--- config.mk ---
export PLATFORM = sky130hd
export DESIGN_NAME = indexed_list_store_top
export DESIGN_NICKNAME = d
export VERILOG_FILES = /design/src/hw/rtl/ils_pkg.sv /design/src/hw/rtl/ils_mem.sv /design/src/hw/rtl/ils_ctrl.sv /design/src/hw/rtl/indexed_list_store_top.sv
export SDC_FILE = /design/constraint.sdc
export NUM_CORES = 2
export LEC_CHECK = 0
export BUFFER_PORTS_ARGS = -buffer_cell sky130_fd_sc_hd__buf_2
export CORE_MARGIN = 2
export CORE_UTILIZATION = 59
export CTS_BUF_LIST = sky130_fd_sc_hd__clkbuf_8
export CTS_CLUSTER_SIZE = 24
export DETAILED_ROUTE_END_ITERATION = 10
export PLACE_DENSITY = 0.78
export SLEW_MARGIN = 0
export SYNTH_ARGS = -nofsm -noshare
export SYNTH_HDL_FRONTEND = slang
export SYNTH_SLANG_ARGS = --single-unit
export TNS_END_PERCENT = 5
--- constraint.sdc ---
create_clock -name clk_i -period 5.5 [get_ports clk_i]
set_clock_uncertainty 0.05 [all_clocks]
set_input_delay 1.65 -clock clk_i [delete_from_list [all_inputs] [get_ports clk_i]]
set_output_delay 1.65 -clock clk_i [all_outputs]
set_load 0.02 [all_outputs]
--- src/hw/rtl/ils_pkg.sv ---
// Shared widths, operation codes and status codes of the indexed list store.
package ils_pkg;

  localparam int unsigned ILS_CAPACITY = 64;

  localparam int unsigned FUNC_W   = 3;
  localparam int unsigned INDEX_W  = 6;
  localparam int unsigned VALUE_W  = 32;
  localparam int unsigned STATUS_W = 2;
  localparam int unsigned FIDX_W   = 6;
  localparam int unsigned COUNT_W  = 7;

  typedef enum logic [FUNC_W-1:0] {
    FUNC_APPEND = 3'd0,
    FUNC_INSERT = 3'd1,
    FUNC_EDIT   = 3'd2,
    FUNC_DELETE = 3'd3,
    FUNC_READ   = 3'd4,
    FUNC_FIND   = 3'd5
  } func_e;

  typedef enum logic [STATUS_W-1:0] {
    STAT_OK        = 2'd0,
    STAT_BAD_INDEX = 2'd1,
    STAT_FULL      = 2'd2,
    STAT_NOT_FOUND = 2'd3
  } status_e;

endpackage

--- src/hw/rtl/ils_mem.sv ---
// Entry store: one write port, one read port, registered read data.
module ils_mem
  import ils_pkg::*;
#(
  parameter int unsigned Capacity = ILS_CAPACITY,
  localparam int unsigned AW = (Capacity > 1) ? $clog2(Capacity) : 1
) (
  input  logic               clk_i,
  input  logic               we_i,
  input  logic [AW-1:0]      waddr_i,
  input  logic [VALUE_W-1:0] wdata_i,
  input  logic [AW-1:0]      raddr_i,
  output logic [VALUE_W-1:0] rdata_o
);

  logic [VALUE_W-1:0] mem [Capacity];
  logic [VALUE_W-1:0] rdata_q;

  always_ff @(posedge clk_i) begin
    if (we_i) begin
      mem[waddr_i] <= wdata_i;
    end
    rdata_q <= mem[raddr_i];
  end

  assign rdata_o = rdata_q;

endmodule

--- src/hw/rtl/ils_ctrl.sv ---
// Sequencer: decodes a request, walks the store and builds the result.
module ils_ctrl
  import ils_pkg::*;
#(
  parameter int unsigned Capacity = ILS_CAPACITY,
  localparam int unsigned AW = (Capacity > 1) ? $clog2(Capacity) : 1,
  localparam int unsigned CW = $clog2(Capacity + 1)
) (
  input  logic                       clk_i,
  input  logic                       rst_ni,
  input  logic                       start,
  output logic                       busy,
  input  logic [FUNC_W-1:0]          func_i,
  input  logic [INDEX_W-1:0]         index_i,
  input  logic signed [VALUE_W-1:0]  value_i,
  output logic                       done_o,
  output logic [STATUS_W-1:0]        status_o,
  output logic signed [VALUE_W-1:0]  read_value_o,
  output logic [FIDX_W-1:0]          found_index_o,
  output logic [COUNT_W-1:0]         entry_count_o,
  output logic                       mem_we_o,
  output logic [AW-1:0]              mem_waddr_o,
  output logic [VALUE_W-1:0]         mem_wdata_o,
  output logic [AW-1:0]              mem_raddr_o,
  input  logic [VALUE_W-1:0]         mem_rdata_i
);

  typedef enum logic [1:0] {
    S_IDLE,
    S_WALK,
    S_DRAIN,
    S_PUT
  } state_e;

  localparam logic [CW-1:0] CapCount = CW'(Capacity);

  state_e              state_q, state_d;
  func_e               op_q, op_d;
  logic [AW-1:0]       idx_q, idx_d;
  logic [VALUE_W-1:0]  val_q, val_d;
  logic [AW-1:0]       ptr_q, ptr_d;
  logic [AW-1:0]       end_q, end_d;
  logic                rv_q, rv_d;
  logic [AW-1:0]       raddr_q, raddr_d;
  logic [CW-1:0]       count_q, count_d;
  logic [VALUE_W-1:0]  rd_q, rd_d;
  logic                done_q, done_d;
  status_e             status_q, status_d;
  logic [VALUE_W-1:0]  rdv_q, rdv_d;
  logic [FIDX_W-1:0]   fidx_q, fidx_d;

  logic [CW+INDEX_W-1:0]  idx_ext, count_ext;
  logic [AW+INDEX_W-1:0]  idx_wide;
  logic [AW+FIDX_W-1:0]   fidx_wide;
  logic [CW+COUNT_W-1:0]  count_wide;
  logic [AW-1:0]          idx_a, last_a;
  logic                   idx_ok, hit_idx, match;

  assign idx_ext    = {{CW{1'b0}}, index_i};
  assign count_ext  = {{INDEX_W{1'b0}}, count_q};
  assign idx_ok     = idx_ext < count_ext;
  assign idx_wide   = {{AW{1'b0}}, index_i};
  assign idx_a      = idx_wide[AW-1:0];
  assign last_a     = AW'(count_q - CW'(1));
  assign fidx_wide  = {{FIDX_W{1'b0}}, raddr_q};
  assign count_wide = {{COUNT_W{1'b0}}, count_q};
  assign hit_idx    = raddr_q == idx_q;
  assign match      = mem_rdata_i == val_q;

  always_comb begin
    state_d     = state_q;
    op_d        = op_q;
    idx_d       = idx_q;
    val_d       = val_q;
    ptr_d       = ptr_q;
    end_d       = end_q;
    rv_d        = 1'b0;
    raddr_d     = raddr_q;
    count_d     = count_q;
    rd_d        = rd_q;
    done_d      = 1'b0;
    status_d    = status_q;
    rdv_d       = rdv_q;
    fidx_d      = fidx_q;
    mem_we_o    = 1'b0;
    mem_waddr_o = '0;
    mem_wdata_o = mem_rdata_i;
    mem_raddr_o = ptr_q;

    case (state_q)
      S_IDLE: begin
        if (start) begin
          op_d     = func_e'(func_i);
          idx_d    = idx_a;
          val_d    = value_i;
          done_d   = 1'b1;
          status_d = STAT_OK;
          rdv_d    = '0;
          fidx_d   = '0;
          case (func_e'(func_i))
            FUNC_APPEND: begin
              if (count_q == CapCount) begin
                status_d = STAT_FULL;
              end else begin
                mem_we_o    = 1'b1;
                mem_waddr_o = count_q[AW-1:0];
                mem_wdata_o = value_i;
                count_d     = count_q + CW'(1);
              end
            end
            FUNC_INSERT: begin
              if (!idx_ok) begin
                status_d = STAT_BAD_INDEX;
              end else if (count_q == CapCount) begin
                status_d = STAT_FULL;
              end else begin
                done_d  = 1'b0;
                ptr_d   = last_a;
                end_d   = idx_a;
                state_d = S_WALK;
              end
            end
            FUNC_EDIT: begin
              if (!idx_ok) begin
                status_d = STAT_BAD_INDEX;
              end else begin
                mem_we_o    = 1'b1;
                mem_waddr_o = idx_a;
                mem_wdata_o = value_i;
              end
            end
            FUNC_DELETE, FUNC_READ: begin
              if (!idx_ok) begin
                status_d = STAT_BAD_INDEX;
              end else begin
                done_d  = 1'b0;
                ptr_d   = idx_a;
                end_d   = (func_e'(func_i) == FUNC_READ) ? idx_a : last_a;
                state_d = S_WALK;
              end
            end
            FUNC_FIND: begin
              if (count_q == '0) begin
                status_d = STAT_NOT_FOUND;
              end else begin
                done_d  = 1'b0;
                ptr_d   = '0;
                end_d   = last_a;
                state_d = S_WALK;
              end
            end
            default: begin
            end
          endcase
        end
      end

      S_WALK, S_DRAIN: begin
        // Handle the word read in the previous cycle.
        if (rv_q) begin
          case (op_q)
            FUNC_INSERT: begin
              mem_we_o    = 1'b1;
              mem_waddr_o = raddr_q + AW'(1);
            end
            FUNC_DELETE: begin
              if (hit_idx) begin
                rd_d = mem_rdata_i;
              end else begin
                mem_we_o    = 1'b1;
                mem_waddr_o = raddr_q - AW'(1);
              end
            end
            default: begin
            end
          endcase
        end

        if (state_q == S_WALK) begin
          rv_d    = 1'b1;
          raddr_d = ptr_q;
          if (ptr_q == end_q) begin
            state_d = S_DRAIN;
          end else if (op_q == FUNC_INSERT) begin
            ptr_d = ptr_q - AW'(1);
          end else begin
            ptr_d = ptr_q + AW'(1);
          end
        end

        if (rv_q && op_q == FUNC_FIND && match) begin
          rv_d     = 1'b0;
          done_d   = 1'b1;
          status_d = STAT_OK;
          fidx_d   = fidx_wide[FIDX_W-1:0];
          state_d  = S_IDLE;
        end else if (state_q == S_DRAIN) begin
          state_d = S_IDLE;
          done_d  = 1'b1;
          case (op_q)
            FUNC_INSERT: begin
              done_d  = 1'b0;
              state_d = S_PUT;
            end
            FUNC_DELETE: begin
              count_d = count_q - CW'(1);
              rdv_d   = hit_idx ? mem_rdata_i : rd_q;
            end
            FUNC_READ: begin
              rdv_d = mem_rdata_i;
            end
            FUNC_FIND: begin
              status_d = STAT_NOT_FOUND;
            end
            default: begin
            end
          endcase
        end
      end

      S_PUT: begin
        mem_we_o    = 1'b1;
        mem_waddr_o = idx_q;
        mem_wdata_o = val_q;
        count_d     = count_q + CW'(1);
        done_d      = 1'b1;
        state_d     = S_IDLE;
      end

      default: begin
        state_d = S_IDLE;
      end
    endcase
  end

  always_ff @(posedge clk_i or negedge rst_ni) begin
    if (!rst_ni) begin
      state_q  <= S_IDLE;
      op_q     <= FUNC_APPEND;
      idx_q    <= '0;
      val_q    <= '0;
      ptr_q    <= '0;
      end_q    <= '0;
      rv_q     <= 1'b0;
      raddr_q  <= '0;
      count_q  <= '0;
      rd_q     <= '0;
      done_q   <= 1'b0;
      status_q <= STAT_OK;
      rdv_q    <= '0;
      fidx_q   <= '0;
    end else begin
      state_q  <= state_d;
      op_q     <= op_d;
      idx_q    <= idx_d;
      val_q    <= val_d;
      ptr_q    <= ptr_d;
      end_q    <= end_d;
      rv_q     <= rv_d;
      raddr_q  <= raddr_d;
      count_q  <= count_d;
      rd_q     <= rd_d;
      done_q   <= done_d;
      status_q <= status_d;
      rdv_q    <= rdv_d;
      fidx_q   <= fidx_d;
    end
  end

  assign busy          = state_q != S_IDLE;
  assign done_o        = done_q;
  assign status_o      = status_q;
  assign read_value_o  = rdv_q;
  assign found_index_o = fidx_q;
  assign entry_count_o = count_wide[COUNT_W-1:0];

endmodule

--- src/hw/rtl/indexed_list_store_top.sv ---
// Top level of the indexed list store: sequencer plus entry memory.
//
//  Channel   | Direction | Handshake                  | Beat contents
//  ----------+-----------+----------------------------+-----------------------------------
//  request   | in        | start & !busy              | func_i, index_i, value_i
//  result    | out       | done_o, one cycle, no stall | status_o, read_value_o,
//            |           |                            | found_index_o, entry_count_o
//
// Cycles: append, edit, failed requests and unused codes return their result
// beat the cycle after acceptance and busy never rises. Read fetches one entry;
// insert walks down from the last entry to index, delete up from index to the
// last, find up from entry 0 until a match. The walk moves one entry per cycle,
// bounded by the one read and one write port (read one, write back the previous).
// Reset clears the entry count and the sequencer; memory contents are left
// as they are, since only entries below the count are ever read.
// The result beat cannot be stalled; a new request may be taken in the
// same cycle that the previous result beat is shown.
module indexed_list_store_top
  import ils_pkg::*;
#(
  parameter int unsigned Capacity = ILS_CAPACITY
) (
  input  logic                      clk_i,
  input  logic                      rst_ni,
  input  logic                      start,
  output logic                      busy,
  input  logic [FUNC_W-1:0]         func_i,
  input  logic [INDEX_W-1:0]        index_i,
  input  logic signed [VALUE_W-1:0] value_i,
  output logic                      done_o,
  output logic [STATUS_W-1:0]       status_o,
  output logic signed [VALUE_W-1:0] read_value_o,
  output logic [FIDX_W-1:0]         found_index_o,
  output logic [COUNT_W-1:0]        entry_count_o
);

  localparam int unsigned AW = (Capacity > 1) ? $clog2(Capacity) : 1;

  // Memory port between sequencer and store.
  logic               mem_we;
  logic [AW-1:0]      mem_waddr;
  logic [VALUE_W-1:0] mem_wdata;
  logic [AW-1:0]      mem_raddr;
  logic [VALUE_W-1:0] mem_rdata;

  // Decode, walk the list and build each result beat.
  ils_ctrl #(
    .Capacity (Capacity)
  ) u_ctrl (
    .clk_i         (clk_i),
    .rst_ni        (rst_ni),
    .start         (start),
    .busy          (busy),
    .func_i        (func_i),
    .index_i       (index_i),
    .value_i       (value_i),
    .done_o        (done_o),
    .status_o      (status_o),
    .read_value_o  (read_value_o),
    .found_index_o (found_index_o),
    .entry_count_o (entry_count_o),
    .mem_we_o      (mem_we),
    .mem_waddr_o   (mem_waddr),
    .mem_wdata_o   (mem_wdata),
    .mem_raddr_o   (mem_raddr),
    .mem_rdata_i   (mem_rdata)
  );

  // Hold the list words; read data arrives in the cycle after the address.
  ils_mem #(
    .Capacity (Capacity)
  ) u_mem (
    .clk_i   (clk_i),
    .we_i    (mem_we),
    .waddr_i (mem_waddr),
    .wdata_i (mem_wdata),
    .raddr_i (mem_raddr),
    .rdata_o (mem_rdata)
  );

endmodule
==> results.sh <==
export IMPL_cts_setup_buffers=0
export IMPL_cp_end_kind="register"
export IMPL_seq_area_frac_synth_pct=75.2
export IMPL_postRouteWirelength_um=226000
export IMPL_syn_instance_count=4062
export IMPL_power_ir_vdd_worst_mv=0.544
export IMPL_first_pass_iters=6
export IMPL_timing_final_max_slew_violations=0
export IMPL_grt_first_pass_wirelength_um=324000
export IMPL_synth_avg_cell_area_um2=21.5
export IMPL_critical_path_n_buffers_inverters=2
export IMPL_final_instance_count_excl_fill=6703
export IMPL_chipHeight_um=389
export IMPL_place_inst=6096
export IMPL_crit_arrival_ns=5.29
export IMPL_drt_iter0_drc=7141
export IMPL_synth_cell_type_count=68
export IMPL_crit_family="simple AND/OR/NAND/NOR gates"
export IMPL_power_combinational_fraction_pct=36.3
export IMPL_netlist_area_um2=87400
export IMPL_report_final_setup_viol=0
export IMPL_finalWorstPathRequiredPeriod_ns=4.65
export IMPL_synth_edf_count=2048
export IMPL_largest_net_degree_at_the_start_of_global_routing=107
export IMPL_synth_warnings=0
export IMPL_io_buffer_count=92
export IMPL_synth_area_top_cells="sky130_fd_sc_hd__edfxtp_1 70%, sky130_fd_sc_hd__mux4_2 16%, sky130_fd_sc_hd__dfrtp_1 4.1%, sky130_fd_sc_hd__mux2_2 1.6%, sky130_fd_sc_hd__dfxtp_1 0.73%"
export IMPL_final_nets=4586
export IMPL_biggest_fanout_along_the_worst_timing_path=30
export IMPL_holdBufCountCts=0
export IMPL_ctsHtreeMaxLevel=5
export IMPL_routabilityCongestion=0.893
export IMPL_drive_gt1_share_pct=34.8
export IMPL_synthMostInstantiatedCell="sky130_fd_sc_hd__edfxtp_1"
export IMPL_synth_top_cell_area_share_pct=70.4
export IMPL_routedWlPerCell_um=33.7
export IMPL_multiInputGateArea_um2=21400
export IMPL_run_status="finished, final reports clean"
export IMPL_critPathLaunchType="register"
export IMPL_netlist_top_cells_count="2048 x sky130_fd_sc_hd__edfxtp_1, 640 x sky130_fd_sc_hd__mux4_2, 142 x sky130_fd_sc_hd__dfrtp_1"
export IMPL_power_switching_mw=21.2
export IMPL_rows=141
export IMPL_power_density_nw_per_um2=598
export IMPL_setup_worst_path_class="register to register"
export IMPL_place_ws_ns=0.0815
export IMPL_postcts_resize_cnt=0
export IMPL_worst_slew_margin_rel_pct=11.4
export IMPL_die_area_um2=151000
export IMPL_clock_tree_from_tritoncts="done"
export IMPL_power_switching_fraction_pct=35.5
export IMPL_cts_buffers_inserted=353
export IMPL_drt_vias_per_instance=6.82
export IMPL_top_level_ports=93
export IMPL_max_freq_mhz=215
export IMPL_seqPwrFrac_pct=41.7
export IMPL_finalHoldViolations=0
export IMPL_grt_overflow_total=0
export IMPL_worst_slew_pin_transition_ns=1.33
export IMPL_ys_dominant_reg_cell="sky130_fd_sc_hd__edfxtp_1"
export IMPL_maxCapViolations=0
export IMPL_dieWidth_um=389
export IMPL_num_vias=45700
export IMPL_cp_slowest_stage_delay_ns=0.92
export IMPL_p_leak_nw=32.7
export IMPL_filler_cell_count=8480
export IMPL_area_growth_pct=14.0
export IMPL_clk_root_buffer_cell="sky130_fd_sc_hd__clkbuf_8"
export IMPL_setup_ws_ns=0.852
export IMPL_remaining_drc_errors=0
export IMPL_antenna_found_initial=10
export IMPL_cts_max_path_buffers=4
export IMPL_tritoncts_num_sinks=2222
export IMPL_vias_in_the_first_global_route=45500
export IMPL_clkTransAtPathRegs_ns=0.06
export IMPL_core_area_um2=147000
export IMPL_post_synth_top_area_cell="sky130_fd_sc_hd__edfxtp_1"
export IMPL_pwr_share_clk_pct=22.0
export IMPL_hold_slack_ns=0.453
export IMPL_cp_required_ns=6.14
export IMPL_clkLatencyLatePin_ns=1.03
export IMPL_synth_fp_nets=4127
export IMPL_postRouteAntennaNets=0
export IMPL_power_report_internal_total_mw=38.4
export IMPL_crit_path_top_delay_cell="sky130_fd_sc_hd__nor2_4"
export IMPL_fin_crit_sh_pct=84.5
export IMPL_cp_cell_sequence="inv_1 > ha_4 > nor2b_1 > nand3_1 > a221oi_1 > a311oi_2 > nor3_1 > or3b_1 > nor2_4 > buf_4"
export IMPL_async_reset_ff_share_pct=6.39
export IMPL_post_dp_hpwl_um=134000
export IMPL_track_usage_pct=30.3
export IMPL_synth_seq_cells=2222
export IMPL_grt_setup_unrepaired="no"
export IMPL_sequential_standard_cell_area_um2=65700
export IMPL_initial_core_util_pct=59.3
export IMPL_hold_class="register to register"
[kinds of logic (layout without fill, tap and decap cells)]
| group | after synthesis | in the layout | synth area share, % |
|---|---|---|---|
| AO/OA/AOI/OAI | 295 | 295 | 2.13 |
| XOR/XNOR | 65 | 65 | 0.651 |
| adder cells (fa/ha/maj) | 21 | 21 | 0.309 |
| buffers and inverters | 292 | 1001 | 1.36 |
| flip-flops | 2222 | 2222 | 75.2 |
| multiplexers | 782 | 782 | 18.3 |
| other | 0 | 2 | 0 |
| AND/OR/NAND/NOR | 385 | 385 | 2.07 |
[path summary, 6_finish.rpt]
| check | from | end | slack (ns) | depth (start not counted) |
|---|---|---|---|---|
| max | u_ctrl.state_q[0] | u_mem.mem[43][31] | 0.85 | 10 |
| min in group asynchronous | rst_ni | u_ctrl.entry_count_o[3] | 0.56 | 1 |
| min reg2reg | u_ctrl.rd_q[6] | u_ctrl.rd_q[6] | 0.45 | 1 |
| min | u_ctrl.rd_q[6] | u_ctrl.rd_q[6] | 0.45 | 1 |
| max reg2reg | u_ctrl.state_q[0] | u_mem.mem[43][31] | 0.85 | 10 |
| max in group asynchronous | rst_ni | u_ctrl.val_q[3] | 3.77 | 2 |
[registers in the layout (all words and copies together) (netlist names)]
name                  count
u_mem.mem              2048
u_ctrl.rd_q              32
u_ctrl.read_value_o      32
u_ctrl.val_q             32
u_mem.rdata_o            32
u_ctrl.entry_count_o      7
u_ctrl.end_q              6
u_ctrl.found_index_o      6
u_ctrl.idx_q              6
u_ctrl.mem_raddr_o        6
u_ctrl.raddr_q            6
u_ctrl.op_q               3
u_ctrl.state_q            2
u_ctrl.status_o           2
u_ctrl.done_o             1
u_ctrl.rv_q               1
[cell type report]
class	instances	area share, %
clock buffer	372	5.14
inverter	60	0.226
tap	1930	2.42
clock inverter	233	1.28
sequential	2222	66.0
timing repair buffer	336	3.48
multi-input combinational	1548	21.5
antenna	2	0.00502
[placed cells by master, fill, tap and decap left out, types with 12 or more instances in the layout]
| cell | count |
|---|---|
| sky130_fd_sc_hd__nand3_1 | 69 |
| sky130_fd_sc_hd__mux2_2 | 123 |
| sky130_fd_sc_hd__a22oi_1 | 37 |
| sky130_fd_sc_hd__nor3_1 | 12 |
| sky130_fd_sc_hd__inv_1 | 167 |
| sky130_fd_sc_hd__buf_4 | 151 |
| sky130_fd_sc_hd__nand2_1 | 102 |
| sky130_fd_sc_hd__dfxtp_1 | 32 |
| sky130_fd_sc_hd__ha_1 | 19 |
| sky130_fd_sc_hd__a21oi_1 | 58 |
| sky130_fd_sc_hd__o21a_1 | 34 |
| sky130_fd_sc_hd__clkbuf_8 | 372 |
| sky130_fd_sc_hd__nor2_4 | 59 |
| sky130_fd_sc_hd__buf_12 | 93 |
| sky130_fd_sc_hd__nor2_1 | 63 |
| sky130_fd_sc_hd__mux4_2 | 640 |
| sky130_fd_sc_hd__clkinv_2 | 41 |
| sky130_fd_sc_hd__o21ai_4 | 31 |
| sky130_fd_sc_hd__bufinv_16 | 12 |
| sky130_fd_sc_hd__dfrtp_1 | 136 |
| sky130_fd_sc_hd__buf_2 | 91 |
| sky130_fd_sc_hd__o21ai_0 | 77 |
| sky130_fd_sc_hd__edfxtp_1 | 2048 |
| sky130_fd_sc_hd__a211oi_1 | 12 |
| sky130_fd_sc_hd__xnor2_1 | 20 |
| sky130_fd_sc_hd__mux2i_1 | 19 |
| sky130_fd_sc_hd__nor2b_1 | 13 |
| sky130_fd_sc_hd__xor2_1 | 45 |
| sky130_fd_sc_hd__clkinv_1 | 63 |
[worst register-to-register path, cell delays in order, from the launching register on]
cell and delay, ns:
sky130_fd_sc_hd__dfrtp_1 0.43, sky130_fd_sc_hd__inv_1 0.14, sky130_fd_sc_hd__ha_4 0.55, sky130_fd_sc_hd__nor2b_1 0.39, sky130_fd_sc_hd__nand3_1 0.15, sky130_fd_sc_hd__a221oi_1 0.37
sky130_fd_sc_hd__a311oi_2 0.18, sky130_fd_sc_hd__nor3_1 0.30, sky130_fd_sc_hd__or3b_1 0.51, sky130_fd_sc_hd__nor2_4 0.93, sky130_fd_sc_hd__buf_4 0.33
[layer usage]
metal | vias to the layer above | part of all wire [%] | global-route usage, %
met5 | - | 0.035 | 0
met3 | 507 | 12 | 7.43
met4 | 10 | 4.6 | 13.0
li1 | 17900 | - | -
met2 | 3528 | 48 | 46.6
met1 | 23800 | 35 | 42.2
[power by group through the flow]
stage,Sequential [mW],Combinational (mW),Clock [mW]
after global placement,25.1,20.8,0
after floorplan,24.8,12.2,0
after detailed placement,25.1,21.4,0
after global routing,24.9,22.6,13.9
after CTS,24.8,21.5,13.2
final,24.8,21.6,13.1
[through the flow]
step	TNS, ns	total power, mW	cell area (µm²)	util (%)
finish	0	59.6	99600	67.6
global route	0	61.3	99600	67.6
CTS	0	59.5	99600	67.6
detailed placement	0	46.5	93200	63.3
global placement	0	45.9	93200	63.3
floorplan	-135.10	37.0	87500	-
(Power assumes the default switching activity.)
